`src/rtl/pas_pkg.sv`:
```
// ----------------------------------------------------------------------------
// pas_pkg
// Shared types and constants for the positional array store with sort.
// ----------------------------------------------------------------------------
`default_nettype none

package pas_pkg;

  localparam int unsigned Capacity  = 32;
  localparam int unsigned ElemBits  = 32;
  localparam int unsigned AddrBits  = $clog2(Capacity);
  localparam int unsigned CountBits = $clog2(Capacity + 1);
  localparam int unsigned StackBits = 2 * AddrBits;

  typedef logic signed [ElemBits-1:0] elem_t;
  typedef logic [AddrBits-1:0]        addr_t;
  typedef logic [CountBits-1:0]       count_t;

  typedef enum logic [2:0] {
    MODE_INSERT = 3'd0,
    MODE_DELETE = 3'd1,
    MODE_SORT   = 3'd2,
    MODE_ROR    = 3'd3,
    MODE_ROL    = 3'd4,
    MODE_READ   = 3'd5,
    MODE_FREQ   = 3'd6,
    MODE_NOP    = 3'd7
  } mode_e;

  typedef enum logic [1:0] {
    ST_OK    = 2'd0,
    ST_FULL  = 2'd1,
    ST_OOB   = 2'd2,
    ST_EMPTY = 2'd3
  } status_e;

  typedef struct packed {
    addr_t lo;
    addr_t hi;
  } span_t;

endpackage

`default_nettype wire

```
`src/rtl/pas_cmd_if.sv`:
```
// ----------------------------------------------------------------------------
// pas_cmd_if
// Command channel: mode, value and position with valid/ready handshake.
// ----------------------------------------------------------------------------
`default_nettype none

interface pas_cmd_if;
  logic        valid;
  logic        ready;
  logic [2:0]  mode;
  logic signed [31:0] value;
  logic [5:0]  position;

  modport source (output valid, mode, value, position, input ready);
  modport sink   (input valid, mode, value, position, output ready);
endinterface

`default_nettype wire

```
`src/rtl/pas_res_if.sv`:
```
// ----------------------------------------------------------------------------
// pas_res_if
// Result channel: status, element, tally and last with valid/ready handshake.
// ----------------------------------------------------------------------------
`default_nettype none

interface pas_res_if;
  logic        valid;
  logic        ready;
  logic [1:0]  status;
  logic signed [31:0] element;
  logic [5:0]  tally;
  logic        last;

  modport source (output valid, status, element, tally, last, input ready);
  modport sink   (input valid, status, element, tally, last, output ready);
endinterface

`default_nettype wire

```
`src/rtl/pas_ram.sv`:
```
// ----------------------------------------------------------------------------
// pas_ram
// Generic simple dual-port RAM: one write port, one registered read port.
// ----------------------------------------------------------------------------
`default_nettype none

module pas_ram #(
  parameter int unsigned WIDTH = 32,
  parameter int unsigned DEPTH = 32
) (
  input  wire logic                     clk_i,
  input  wire logic                     we_i,
  input  wire logic [$clog2(DEPTH)-1:0] waddr_i,
  input  wire logic [WIDTH-1:0]         wdata_i,
  input  wire logic [$clog2(DEPTH)-1:0] raddr_i,
  output logic      [WIDTH-1:0]         rdata_o
);

  logic [WIDTH-1:0] mem_q [DEPTH];

  always_ff @(posedge clk_i) begin
    if (we_i) begin
      mem_q[waddr_i] <= wdata_i;
    end
    rdata_o <= mem_q[raddr_i];
  end

endmodule

`default_nettype wire

```
`src/rtl/positional_array_store_with_sort.sv`:
```
// ----------------------------------------------------------------------------
// positional_array_store_with_sort
// Positional array of signed elements with insert, delete, sort, rotate,
// read and run-length frequency commands.
// ----------------------------------------------------------------------------
// Usage:
//   cmd_i carries one command per transaction (mode, value, position);
//   res_o returns the results. Every command yields one result with
//   last set, except frequency, which yields one result per distinct value
//   and sets last on the final one.
//   All work runs through a small sequencer around one element RAM (one
//   write, one registered read per cycle) and a range stack RAM. cmd_i is
//   not ready while a command is in progress.
//   Steps: read issues the address, then takes the registered data;
//   insert/delete move one element at a time; rotate first reduces the
//   count modulo occupancy by repeated subtraction, then does single
//   steps; sort is an iterative Lomuto quicksort with the range stack,
//   slowest on already sorted elements; frequency sorts the store first,
//   then scans the elements and emits one result per run.
//   Results sit in an output register; when res_o stalls the sequencer
//   waits at the next result. Reset empties the store (count zero).
// ----------------------------------------------------------------------------
`default_nettype none

module positional_array_store_with_sort (
  input  wire logic  clk_i,
  input  wire logic  rst_ni,
  pas_cmd_if.sink    cmd_i,
  pas_res_if.source  res_o
);

  typedef enum logic [4:0] {
    S_IDLE, S_EMIT,
    S_INS_CHK, S_INS_WR,
    S_DEL_CHK, S_DEL_WR,
    S_RD_ISS, S_RD_DATA,
    S_MOD, S_ROT, S_ROT_T, S_ROT_CHK, S_ROT_WR,
    S_POP, S_POP_D, S_PIV_D, S_P_CHK, S_P_CMP, S_P_SWJ, S_P_SWI,
    S_P_FIN, S_P_FIN2, S_PUSH1, S_PUSH2, S_SORT_DONE,
    S_F_FIRST, S_F_CHK, S_F_CMP
  } state_e;

  state_e              state_q, ret_q;
  logic [2:0]          mode_q;
  pas_pkg::elem_t      val_q, pivot_q, tmp_q, prev_q;
  logic [5:0]          pos_q, n_q;
  pas_pkg::count_t     cnt_q, k_q, sp_q, run_q;
  pas_pkg::addr_t      lo_q, hi_q, i_q, j_q;

  logic [1:0]          rst_st_q;
  pas_pkg::elem_t      res_el_q;
  logic [5:0]          res_ta_q;
  logic                res_last_q;

  logic                out_v_q;
  logic [1:0]          out_st_q;
  pas_pkg::elem_t      out_el_q;
  logic [5:0]          out_ta_q;
  logic                out_last_q;

  // element RAM
  logic                mem_we;
  pas_pkg::addr_t      mem_waddr, mem_raddr;
  pas_pkg::elem_t      mem_wdata, mem_rdata;
  // range stack RAM
  logic                stk_we;
  pas_pkg::addr_t      stk_waddr, stk_raddr;
  pas_pkg::span_t      stk_wdata, stk_rdata;

  pas_ram #(.WIDTH(pas_pkg::ElemBits), .DEPTH(pas_pkg::Capacity)) u_elem_ram (
    .clk_i   (clk_i),
    .we_i    (mem_we),
    .waddr_i (mem_waddr),
    .wdata_i (mem_wdata),
    .raddr_i (mem_raddr),
    .rdata_o (mem_rdata)
  );

  pas_ram #(.WIDTH(pas_pkg::StackBits), .DEPTH(pas_pkg::Capacity)) u_stack_ram (
    .clk_i   (clk_i),
    .we_i    (stk_we),
    .waddr_i (stk_waddr),
    .wdata_i (stk_wdata),
    .raddr_i (stk_raddr),
    .rdata_o (stk_rdata)
  );

  logic                cnt_lt_cap, push1_ok, push2_ok;
  pas_pkg::count_t     last_idx;
  pas_pkg::addr_t      piv_p;

  assign cnt_lt_cap = sp_q < pas_pkg::count_t'(pas_pkg::Capacity);
  assign last_idx   = cnt_q - pas_pkg::count_t'(1);
  assign piv_p      = j_q;
  assign push1_ok   = ({1'b0, piv_p} > ({1'b0, lo_q} + 6'd1)) && cnt_lt_cap;
  assign push2_ok   = (({1'b0, piv_p} + 6'd1) < {1'b0, hi_q});

  assign cmd_i.ready   = (state_q == S_IDLE);
  assign res_o.valid   = out_v_q;
  assign res_o.status  = out_st_q;
  assign res_o.element = out_el_q;
  assign res_o.tally   = out_ta_q;
  assign res_o.last    = out_last_q;

  always_comb begin
    mem_we    = 1'b0;
    mem_waddr = '0;
    mem_wdata = tmp_q;
    mem_raddr = '0;
    stk_we    = 1'b0;
    stk_waddr = sp_q[pas_pkg::AddrBits-1:0];
    stk_wdata = '{lo: lo_q, hi: pas_pkg::addr_t'(piv_p - 1'b1)};
    stk_raddr = pas_pkg::addr_t'(sp_q - pas_pkg::count_t'(1));
    unique case (state_q)
      S_INS_CHK: begin
        if (k_q >= pas_pkg::count_t'(pos_q)) begin
          mem_raddr = pas_pkg::addr_t'(k_q - pas_pkg::count_t'(1));
        end else begin
          mem_we    = 1'b1;
          mem_waddr = pas_pkg::addr_t'(pos_q - 6'd1);
          mem_wdata = val_q;
        end
      end
      S_INS_WR: begin
        mem_we    = 1'b1;
        mem_waddr = k_q[pas_pkg::AddrBits-1:0];
        mem_wdata = mem_rdata;
      end
      S_DEL_CHK: mem_raddr = k_q[pas_pkg::AddrBits-1:0];
      S_DEL_WR: begin
        mem_we    = 1'b1;
        mem_waddr = pas_pkg::addr_t'(k_q - pas_pkg::count_t'(1));
        mem_wdata = mem_rdata;
      end
      S_RD_ISS: mem_raddr = pas_pkg::addr_t'(pos_q - 6'd1);
      S_ROT: begin
        mem_raddr = (mode_q == pas_pkg::MODE_ROR) ? last_idx[pas_pkg::AddrBits-1:0] : '0;
      end
      S_ROT_CHK: begin
        if (mode_q == pas_pkg::MODE_ROR) begin
          if (k_q != '0) begin
            mem_raddr = pas_pkg::addr_t'(k_q - pas_pkg::count_t'(1));
          end else begin
            mem_we    = 1'b1;
            mem_waddr = '0;
          end
        end else begin
          if ((k_q + pas_pkg::count_t'(1)) < cnt_q) begin
            mem_raddr = pas_pkg::addr_t'(k_q + pas_pkg::count_t'(1));
          end else begin
            mem_we    = 1'b1;
            mem_waddr = last_idx[pas_pkg::AddrBits-1:0];
          end
        end
      end
      S_ROT_WR: begin
        mem_we    = 1'b1;
        mem_waddr = k_q[pas_pkg::AddrBits-1:0];
        mem_wdata = mem_rdata;
      end
      S_POP_D: mem_raddr = stk_rdata.hi;
      S_P_CHK: mem_raddr = (i_q < hi_q) ? i_q : j_q;
      S_P_CMP: mem_raddr = j_q;
      S_P_SWJ: begin
        mem_we    = 1'b1;
        mem_waddr = j_q;
      end
      S_P_SWI: begin
        mem_we    = 1'b1;
        mem_waddr = i_q;
      end
      S_P_FIN: begin
        mem_we    = 1'b1;
        mem_waddr = j_q;
        mem_wdata = pivot_q;
      end
      S_P_FIN2: begin
        mem_we    = 1'b1;
        mem_waddr = hi_q;
      end
      S_PUSH1: stk_we = push1_ok;
      S_PUSH2: begin
        stk_we    = push2_ok && cnt_lt_cap;
        stk_wdata = '{lo: pas_pkg::addr_t'(piv_p + 1'b1), hi: hi_q};
      end
      S_SORT_DONE: mem_raddr = '0;
      S_F_CHK: mem_raddr = k_q[pas_pkg::AddrBits-1:0];
      S_IDLE: begin
        // initial range for a sort: (0, count-1)
        stk_we    = cmd_i.valid && (cnt_q >= pas_pkg::count_t'(2)) &&
                    ((cmd_i.mode == pas_pkg::MODE_SORT) || (cmd_i.mode == pas_pkg::MODE_FREQ));
        stk_waddr = '0;
        stk_wdata = '{lo: '0, hi: last_idx[pas_pkg::AddrBits-1:0]};
      end
      default: ;
    endcase
  end

  always_ff @(posedge clk_i or negedge rst_ni) begin
    if (!rst_ni) begin
      state_q    <= S_IDLE;
      ret_q      <= S_IDLE;
      cnt_q      <= '0;
      sp_q       <= '0;
      out_v_q    <= 1'b0;
      mode_q     <= '0;
      val_q      <= '0;
      pos_q      <= '0;
      n_q        <= '0;
      k_q        <= '0;
      run_q      <= '0;
      lo_q       <= '0;
      hi_q       <= '0;
      i_q        <= '0;
      j_q        <= '0;
      pivot_q    <= '0;
      tmp_q      <= '0;
      prev_q     <= '0;
      rst_st_q   <= '0;
      res_el_q   <= '0;
      res_ta_q   <= '0;
      res_last_q <= 1'b0;
      out_st_q   <= '0;
      out_el_q   <= '0;
      out_ta_q   <= '0;
      out_last_q <= 1'b0;
    end else begin
      if (out_v_q && res_o.ready && (state_q != S_EMIT)) begin
        out_v_q <= 1'b0;
      end
      unique case (state_q)
        S_IDLE: begin
          if (cmd_i.valid) begin
            mode_q     <= cmd_i.mode;
            val_q      <= cmd_i.value;
            pos_q      <= cmd_i.position;
            n_q        <= cmd_i.position;
            rst_st_q   <= pas_pkg::ST_OK;
            res_el_q   <= '0;
            res_ta_q   <= 6'(cnt_q);
            res_last_q <= 1'b1;
            ret_q      <= S_IDLE;
            state_q    <= S_EMIT;
            unique case (cmd_i.mode)
              pas_pkg::MODE_INSERT: begin
                if (cnt_q >= pas_pkg::count_t'(pas_pkg::Capacity)) begin
                  rst_st_q <= pas_pkg::ST_FULL;
                end else if (cmd_i.position == '0 ||
                             7'(cmd_i.position) > (7'(cnt_q) + 7'd1)) begin
                  rst_st_q <= pas_pkg::ST_OOB;
                end else begin
                  k_q     <= cnt_q;
                  state_q <= S_INS_CHK;
                end
              end
              pas_pkg::MODE_DELETE, pas_pkg::MODE_READ: begin
                if (cnt_q == '0) begin
                  rst_st_q <= pas_pkg::ST_EMPTY;
                end else if (cmd_i.position == '0 || 7'(cmd_i.position) > 7'(cnt_q)) begin
                  rst_st_q <= pas_pkg::ST_OOB;
                end else if (cmd_i.mode == pas_pkg::MODE_DELETE) begin
                  k_q     <= pas_pkg::count_t'(cmd_i.position);
                  state_q <= S_DEL_CHK;
                end else begin
                  state_q <= S_RD_ISS;
                end
              end
              pas_pkg::MODE_ROR, pas_pkg::MODE_ROL: begin
                if (cnt_q == '0) begin
                  rst_st_q <= pas_pkg::ST_EMPTY;
                end else begin
                  state_q <= S_MOD;
                end
              end
              pas_pkg::MODE_SORT, pas_pkg::MODE_FREQ: begin
                if (cmd_i.mode == pas_pkg::MODE_FREQ && cnt_q == '0) begin
                  rst_st_q <= pas_pkg::ST_EMPTY;
                end else if (cnt_q >= pas_pkg::count_t'(2)) begin
                  sp_q    <= pas_pkg::count_t'(1);
                  state_q <= S_POP;
                end else begin
                  state_q <= S_SORT_DONE;
                end
              end
              default: ;
            endcase
          end
        end
        S_EMIT: begin
          if (!out_v_q || res_o.ready) begin
            out_v_q    <= 1'b1;
            out_st_q   <= rst_st_q;
            out_el_q   <= res_el_q;
            out_ta_q   <= res_ta_q;
            out_last_q <= res_last_q;
            state_q    <= ret_q;
          end
        end
        S_INS_CHK: begin
          if (k_q >= pas_pkg::count_t'(pos_q)) begin
            state_q <= S_INS_WR;
          end else begin
            cnt_q    <= cnt_q + pas_pkg::count_t'(1);
            res_ta_q <= 6'(cnt_q + pas_pkg::count_t'(1));
            state_q  <= S_EMIT;
          end
        end
        S_INS_WR: begin
          k_q     <= k_q - pas_pkg::count_t'(1);
          state_q <= S_INS_CHK;
        end
        S_DEL_CHK: begin
          if (k_q < cnt_q) begin
            state_q <= S_DEL_WR;
          end else begin
            cnt_q    <= last_idx;
            res_ta_q <= 6'(last_idx);
            state_q  <= S_EMIT;
          end
        end
        S_DEL_WR: begin
          k_q     <= k_q + pas_pkg::count_t'(1);
          state_q <= S_DEL_CHK;
        end
        S_RD_ISS: state_q <= S_RD_DATA;
        S_RD_DATA: begin
          res_el_q <= mem_rdata;
          state_q  <= S_EMIT;
        end
        // count modulo occupancy by repeated subtraction
        S_MOD: begin
          if (n_q >= 6'(cnt_q)) begin
            n_q <= n_q - 6'(cnt_q);
          end else begin
            state_q <= S_ROT;
          end
        end
        S_ROT: begin
          if (n_q == '0) begin
            state_q <= S_EMIT;
          end else begin
            n_q     <= n_q - 6'd1;
            state_q <= S_ROT_T;
          end
        end
        S_ROT_T: begin
          tmp_q   <= mem_rdata;
          k_q     <= (mode_q == pas_pkg::MODE_ROR) ? last_idx : '0;
          state_q <= S_ROT_CHK;
        end
        S_ROT_CHK: begin
          if (mode_q == pas_pkg::MODE_ROR) begin
            state_q <= (k_q != '0) ? S_ROT_WR : S_ROT;
          end else begin
            state_q <= ((k_q + pas_pkg::count_t'(1)) < cnt_q) ? S_ROT_WR : S_ROT;
          end
        end
        S_ROT_WR: begin
          k_q     <= (mode_q == pas_pkg::MODE_ROR) ? k_q - pas_pkg::count_t'(1)
                                                  : k_q + pas_pkg::count_t'(1);
          state_q <= S_ROT_CHK;
        end
        S_POP: begin
          if (sp_q == '0) begin
            state_q <= S_SORT_DONE;
          end else begin
            sp_q    <= sp_q - pas_pkg::count_t'(1);
            state_q <= S_POP_D;
          end
        end
        S_POP_D: begin
          lo_q    <= stk_rdata.lo;
          hi_q    <= stk_rdata.hi;
          i_q     <= stk_rdata.lo;
          j_q     <= stk_rdata.lo;
          state_q <= S_PIV_D;
        end
        S_PIV_D: begin
          pivot_q <= mem_rdata;
          state_q <= S_P_CHK;
        end
        S_P_CHK: state_q <= (i_q < hi_q) ? S_P_CMP : S_P_FIN;
        S_P_CMP: begin
          if ($signed(mem_rdata) < $signed(pivot_q)) begin
            tmp_q   <= mem_rdata;
            state_q <= S_P_SWJ;
          end else begin
            i_q     <= i_q + 1'b1;
            state_q <= S_P_CHK;
          end
        end
        S_P_SWJ: begin
          tmp_q   <= mem_rdata;
          state_q <= S_P_SWI;
        end
        S_P_SWI: begin
          i_q     <= i_q + 1'b1;
          j_q     <= j_q + 1'b1;
          state_q <= S_P_CHK;
        end
        S_P_FIN: begin
          tmp_q   <= mem_rdata;
          state_q <= S_P_FIN2;
        end
        S_P_FIN2: state_q <= S_PUSH1;
        S_PUSH1: begin
          if (push1_ok) begin
            sp_q <= sp_q + pas_pkg::count_t'(1);
          end
          state_q <= S_PUSH2;
        end
        S_PUSH2: begin
          if (push2_ok && cnt_lt_cap) begin
            sp_q <= sp_q + pas_pkg::count_t'(1);
          end
          state_q <= S_POP;
        end
        S_SORT_DONE: begin
          if (mode_q == pas_pkg::MODE_FREQ) begin
            k_q     <= pas_pkg::count_t'(1);
            state_q <= S_F_FIRST;
          end else begin
            state_q <= S_EMIT;
          end
        end
        S_F_FIRST: begin
          prev_q  <= mem_rdata;
          run_q   <= pas_pkg::count_t'(1);
          state_q <= S_F_CHK;
        end
        S_F_CHK: begin
          if (k_q < cnt_q) begin
            state_q <= S_F_CMP;
          end else begin
            res_el_q   <= prev_q;
            res_ta_q   <= 6'(run_q);
            res_last_q <= 1'b1;
            ret_q      <= S_IDLE;
            state_q    <= S_EMIT;
          end
        end
        S_F_CMP: begin
          k_q <= k_q + pas_pkg::count_t'(1);
          if (mem_rdata == prev_q) begin
            run_q   <= run_q + pas_pkg::count_t'(1);
            state_q <= S_F_CHK;
          end else begin
            res_el_q   <= prev_q;
            res_ta_q   <= 6'(run_q);
            res_last_q <= 1'b0;
            prev_q     <= mem_rdata;
            run_q      <= pas_pkg::count_t'(1);
            ret_q      <= S_F_CHK;
            state_q    <= S_EMIT;
          end
        end
        default: state_q <= S_IDLE;
      endcase
    end
  end

endmodule

`default_nettype wire
```
`src/flat_wrapper.sv`:
```
// flat-port wrapper written by rule: the top's interface ports become plain ports
module positional_array_store_with_sort_flat 
  (clk_i, rst_ni, cmd_i_valid, cmd_i_mode, cmd_i_value, cmd_i_position, cmd_i_ready, res_o_valid, res_o_status, res_o_element, res_o_tally, res_o_last, res_o_ready);
  pas_cmd_if cmd_i_i ();
  pas_res_if res_o_i ();
  input  wire logic clk_i;
  input  wire logic rst_ni;
  input wire logic [$bits(cmd_i_i.valid)-1:0] cmd_i_valid;
  input wire logic [$bits(cmd_i_i.mode)-1:0] cmd_i_mode;
  input wire logic [$bits(cmd_i_i.value)-1:0] cmd_i_value;
  input wire logic [$bits(cmd_i_i.position)-1:0] cmd_i_position;
  output wire logic [$bits(cmd_i_i.ready)-1:0] cmd_i_ready;
  output wire logic [$bits(res_o_i.valid)-1:0] res_o_valid;
  output wire logic [$bits(res_o_i.status)-1:0] res_o_status;
  output wire logic [$bits(res_o_i.element)-1:0] res_o_element;
  output wire logic [$bits(res_o_i.tally)-1:0] res_o_tally;
  output wire logic [$bits(res_o_i.last)-1:0] res_o_last;
  input wire logic [$bits(res_o_i.ready)-1:0] res_o_ready;
  assign cmd_i_i.valid = cmd_i_valid;
  assign cmd_i_i.mode = cmd_i_mode;
  assign cmd_i_i.value = cmd_i_value;
  assign cmd_i_i.position = cmd_i_position;
  assign cmd_i_ready = cmd_i_i.ready;
  assign res_o_valid = res_o_i.valid;
  assign res_o_status = res_o_i.status;
  assign res_o_element = res_o_i.element;
  assign res_o_tally = res_o_i.tally;
  assign res_o_last = res_o_i.last;
  assign res_o_i.ready = res_o_ready;
  positional_array_store_with_sort u_core (.clk_i(clk_i), .rst_ni(rst_ni), .cmd_i(cmd_i_i), .res_o(res_o_i));
endmodule
```
`config.mk`:
```
export PLATFORM = sky130hd
export DESIGN_NAME = positional_array_store_with_sort_flat
export DESIGN_NICKNAME = d
export VERILOG_FILES = /design/src/rtl/pas_pkg.sv /design/src/rtl/pas_cmd_if.sv /design/src/rtl/pas_res_if.sv /design/src/rtl/pas_ram.sv /design/src/rtl/positional_array_store_with_sort.sv /design/src/flat_wrapper.sv
export SDC_FILE = /design/constraint.sdc
export NUM_CORES = 2
export LEC_CHECK = 0
export CORE_ASPECT_RATIO = 1.25
export CORE_UTILIZATION = 58
export DETAILED_ROUTE_END_ITERATION = 6
export DONT_BUFFER_PORTS = 1
export PLACE_DENSITY = 0.72
export SLEW_MARGIN = 40
export SYNTH_ARGS = -nofsm -noshare
export SYNTH_HDL_FRONTEND = slang
export SYNTH_SLANG_ARGS = --single-unit
```
`constraint.sdc`:
```
create_clock -name clk_i -period 10.8 [get_ports clk_i]
set_input_delay 1.08 -clock clk_i [delete_from_list [all_inputs] [get_ports clk_i]]
set_output_delay 1.08 -clock clk_i [all_outputs]
set_load 0.01 [all_outputs]
```
==> out/qor.csv <==
stage,metric,value,unit
clock_network,cts_buffers,156,
min_path,hold_class,input pin to asynchronous set/reset pin,
power_and_ir_drop,power.leakage,0.0249,µW
global_routing,grt_max_degree,277,
global_routing,antenna_found_initial,1,
clock_network,path_clk_slew,0.07,ns
die,die_area,121000,µm²
logic_synthesis,synth_seq_cells,1662,
power_and_ir_drop,switchingPower,2440,µW
placed_design,dp_slack,5.36,ns
power_and_ir_drop,clockPowerShare,0.443,
placed_design,place_hpwl,112,mm
sta,final-hold-violation-count,0,
final_layout,fill_cells,8351,
routing,drt_iter0_drc,5689,
die,initial_core_util,0.587,
final_layout,layout_commonest_cell,edfxtp_1,
clock_network,cts_max_path_buffers,3,
power_and_ir_drop,p_per_area,160,nW/µm²
sta,rsz0062_at_grt,no,
logic_synthesis,ys.flop_type,edfxtp_1,
power_and_ir_drop,p_comb_frac,0.003,
die,die_width,312,µm
sta,min_period_over_period,0.523,
worst_setup_path,crit_required,11.46,ns
sta,min_period,5.65,ns
routing,drtPass1Iterations,6,
logic_synthesis,ys_seq_area_frac,0.691,
placed_design,dp_cells,6323,
sta,finalMaxSlewViolations,0,
routing,wl,189,mm
logic_synthesis,async_reset_ff_frac,0.166,
sta,clock.fmax,177,MHz
run,drv_cap,0,
clock_network,clock-sinks,1662,
routing,drc,0,
die,core,119000,µm²
worst_setup_path,max_stage_delay,0.71,ns
sta,finalWorstSetupSlack,5.15,ns
final_layout,num_antenna_cells,0,
power_and_ir_drop,seqPwrFrac,0.554,
placed_design,port_buffers,0,
final_layout,mostFrequentLayoutCells,"edfxtp_1 (1344), nand2_1 (793), dfrtp_1 (275), nand3_1 (219), a21oi_1 (189)",
sta,worstMarginPinSlew,0.888,ns
clock_network,htree_levels,4,
sta,setup_tns,0,ns
sta,setup_viol,0,
power_and_ir_drop,p_int,9910,µW
logic_synthesis,syn_nets,5069,
power_and_ir_drop,peakVddDrop,0.000226,V
worst_setup_path,crit_chain,inv_1 > ha_1 > ha_1 > a21boi_0 > o211ai_1 > a211oi_1 > or3_1 > and4_4 > buf_4 > nand3_2 > buf_4 > o22ai_1 > nor4_1,
final_layout,area_growth,10.6,%
worst_setup_path,crit_slowest_cell,dfrtp_1,
logic_synthesis,synth_cells,4929,
logic_synthesis,synthesis.area,69600,µm²
logic_synthesis,synth.avg_cell_area,14.1,µm²
worst_setup_path,critPathBufInv,3,
placed_design,gp_congestion,0.971,
logic_synthesis,synth_warnings,0,
routing,via_per_inst,6.57,
final_layout,final_cells,6623,
global_routing,grt_pass1_vias,42600,
power_and_ir_drop,switching_share,0.198,
global_routing,grt_pass1_wl,277,mm
routing,vias,43500,
worst_setup_path,critPathArrivalTime,6.31,ns
sta,skew,0.0515,ns
clock_network,cts_root_buf,clkbuf_16,
die,die_h,389,µm
routing,wl_per_cell,28.6,µm
worst_setup_path,cp-start-kind,register,
clock_network,cts-resized-gates,0,
logic_synthesis,synth_edf_count,1344,
clock_network,clk_latency,0.82,ns
die,row_count,141,
die,ios,88,
worst_setup_path,crit_family,simple AND/OR/NAND/NOR gates,
status,outcome,finished clean,
routing,antenna_left,0,
clock_network,cts_tree,yes,
final_layout,nets,5058,
worst_setup_path,cp_max_fo,50,
final_layout,drive_above_1_share,0.155,
logic_synthesis,ys_types,93,
worst_setup_path,critPathKind,register to register,
worst_setup_path,end_kind,register,
sta,relSlewSlack,0.408,
global_routing,track_usage,0.311,
global_routing,overflow,0,
==> kinds of logic after synthesis <==
| group | count (synthesis) | share of synthesized area |
|---|---|---|
| and+or+nand+nor | 1505 | 0.0971 |
| AOI/OAI and AO/OA | 804 | 0.0792 |
| DFF | 1662 | 0.691 |
| xor gates and xnor gates | 77 | 0.00968 |
| muxes | 426 | 0.0821 |
| adders and majority gates | 95 | 0.0172 |
| buffers and inverters | 360 | 0.0241 |
==> through the flow <==
| step | util | cell area, µm² | power [µW] | hold slack [ns] |
|---|---|---|---|---|
| 4_1_cts | 0.648 | 76800 | 12400 | 0.297 |
| 6_report | 0.650 | 77000 | 12300 | 0.109 |
| 5_1_grt | 0.650 | 77000 | 12600 | 0.125 |
| 2_1_floorplan | - | 69600 | 6980 | 0.425 |
| 3_5_place_dp | 0.605 | 71700 | 6990 | 0.491 |
| 3_3_place_gp | 0.603 | 71400 | 6990 | 0.475 |
==> layer usage <==
layer | GRT usage | share of wire | up-vias
li1 | - | - | 18700
met1 | 0.389 | 0.37 | 22000
met2 | 0.521 | 0.50 | 2378
met3 | 0.0457 | 0.078 | 527
met4 | 0.173 | 0.059 | 0
met5 | 0 | 0 | -
==> final cells by class <==
cell class / count / area (µm²) / share of cell area
Tap cell: 1573 / 1970 / 0.0256
Sequential cell: 1662 / 48100 / 0.625
Clock inverter: 84 / 815 / 0.0106
Timing Repair Buffer: 116 / 1090 / 0.0142
Multi-Input combinational cell: 2907 / 20500 / 0.266
Clock buffer: 206 / 4260 / 0.0552
Inverter: 75 / 282 / 0.00365
==> synthesized netlist by cell type (9+ instances only) <==
cell,count,area [µm²]
mux2i_1,166,1660
a2bb2oi_1,32,280
o22ai_1,47,294
a22oi_1,73,548
xor2_1,15,131
nor4_1,38,238
dfxtp_1,42,841
nand3_2,22,220
buf_2,125,626
edfxtp_1,1344,40400
a21o_1,23,173
inv_1,75,282
nand2_1,821,3080
nor2b_1,14,87.6
o2111ai_1,30,263
a21oi_1,189,946
mux2_2,159,1790
a211oi_1,9,67.6
xnor2_1,62,543
nand3_1,221,1110
o211ai_1,10,75.1
nor2_1,241,905
mux4_2,100,2250
dfrtp_1,276,6910
a32oi_1,68,596
ha_1,94,1180
and3_1,13,81.3
nand2b_1,15,93.8
nor3_1,29,145
buf_6,15,169
a31oi_1,10,62.6
buf_1,21,78.8
o21a_1,13,97.6
a222oi_1,38,380
o21ai_1,35,175
o221ai_1,13,114
clkbuf_1,108,405
nand4_1,27,169
o21ai_0,140,701
buf_4,14,105
==> registers in the layout (all words and copies together), names as in the netlist, 32 cells and up <==
register / flops
u_core.pivot_q: 32
u_core.prev_q: 32
u_core.res_el_q: 32
u_core.res_o.element: 32
u_core.tmp_q: 32
u_core.u_elem_ram.mem_q: 1024
u_core.u_elem_ram.rdata_o: 32
u_core.u_stack_ram.mem_q: 320
u_core.val_q: 32
==> power groups by stage <==
stage | Combinational (µW) | Clock, µW | Sequential, µW
finish | 38.9 | 5470 | 6840
CTS | 37.5 | 5510 | 6840
global placement | 14.5 | 0 | 6970
detailed placement | 14.8 | 0 | 6970
global route | 44.4 | 5740 | 6830
floorplan | 12.9 | 0 | 6970
==> repair_timing <==
action,CTS,global route
buffers inserted,0,0
endpoints found under the hold margin,276,0
hold buffers,1,0
endpoints found under the setup margin,0,0
==> path summary, 6_finish.rpt <==
kind,from,to,slack (ns),depth (start not counted)
max in group asynchronous,rst_ni,u_core.val_q[31]$_DFFE_PN0P_,9.22,3
hold / removal,rst_ni,u_core.cnt_q[3]$_DFFE_PN0P_,0.11,1
hold reg to reg,u_core.tmp_q[16]$_DFFE_PN0P_,u_core.tmp_q[16]$_DFFE_PN0P_,0.51,1
setup / recovery,u_core.k_q[0]$_DFFE_PN0P_,u_core.u_elem_ram.rdata_o[26]$_DFF_P_,5.15,13
setup reg to reg,u_core.k_q[0]$_DFFE_PN0P_,u_core.u_elem_ram.rdata_o[26]$_DFF_P_,5.15,13
min in group clk_i,cmd_i_valid,u_core.ret_q[3]$_DFFE_PN0P_,0.34,1
(Power assumes the default switching activity.)
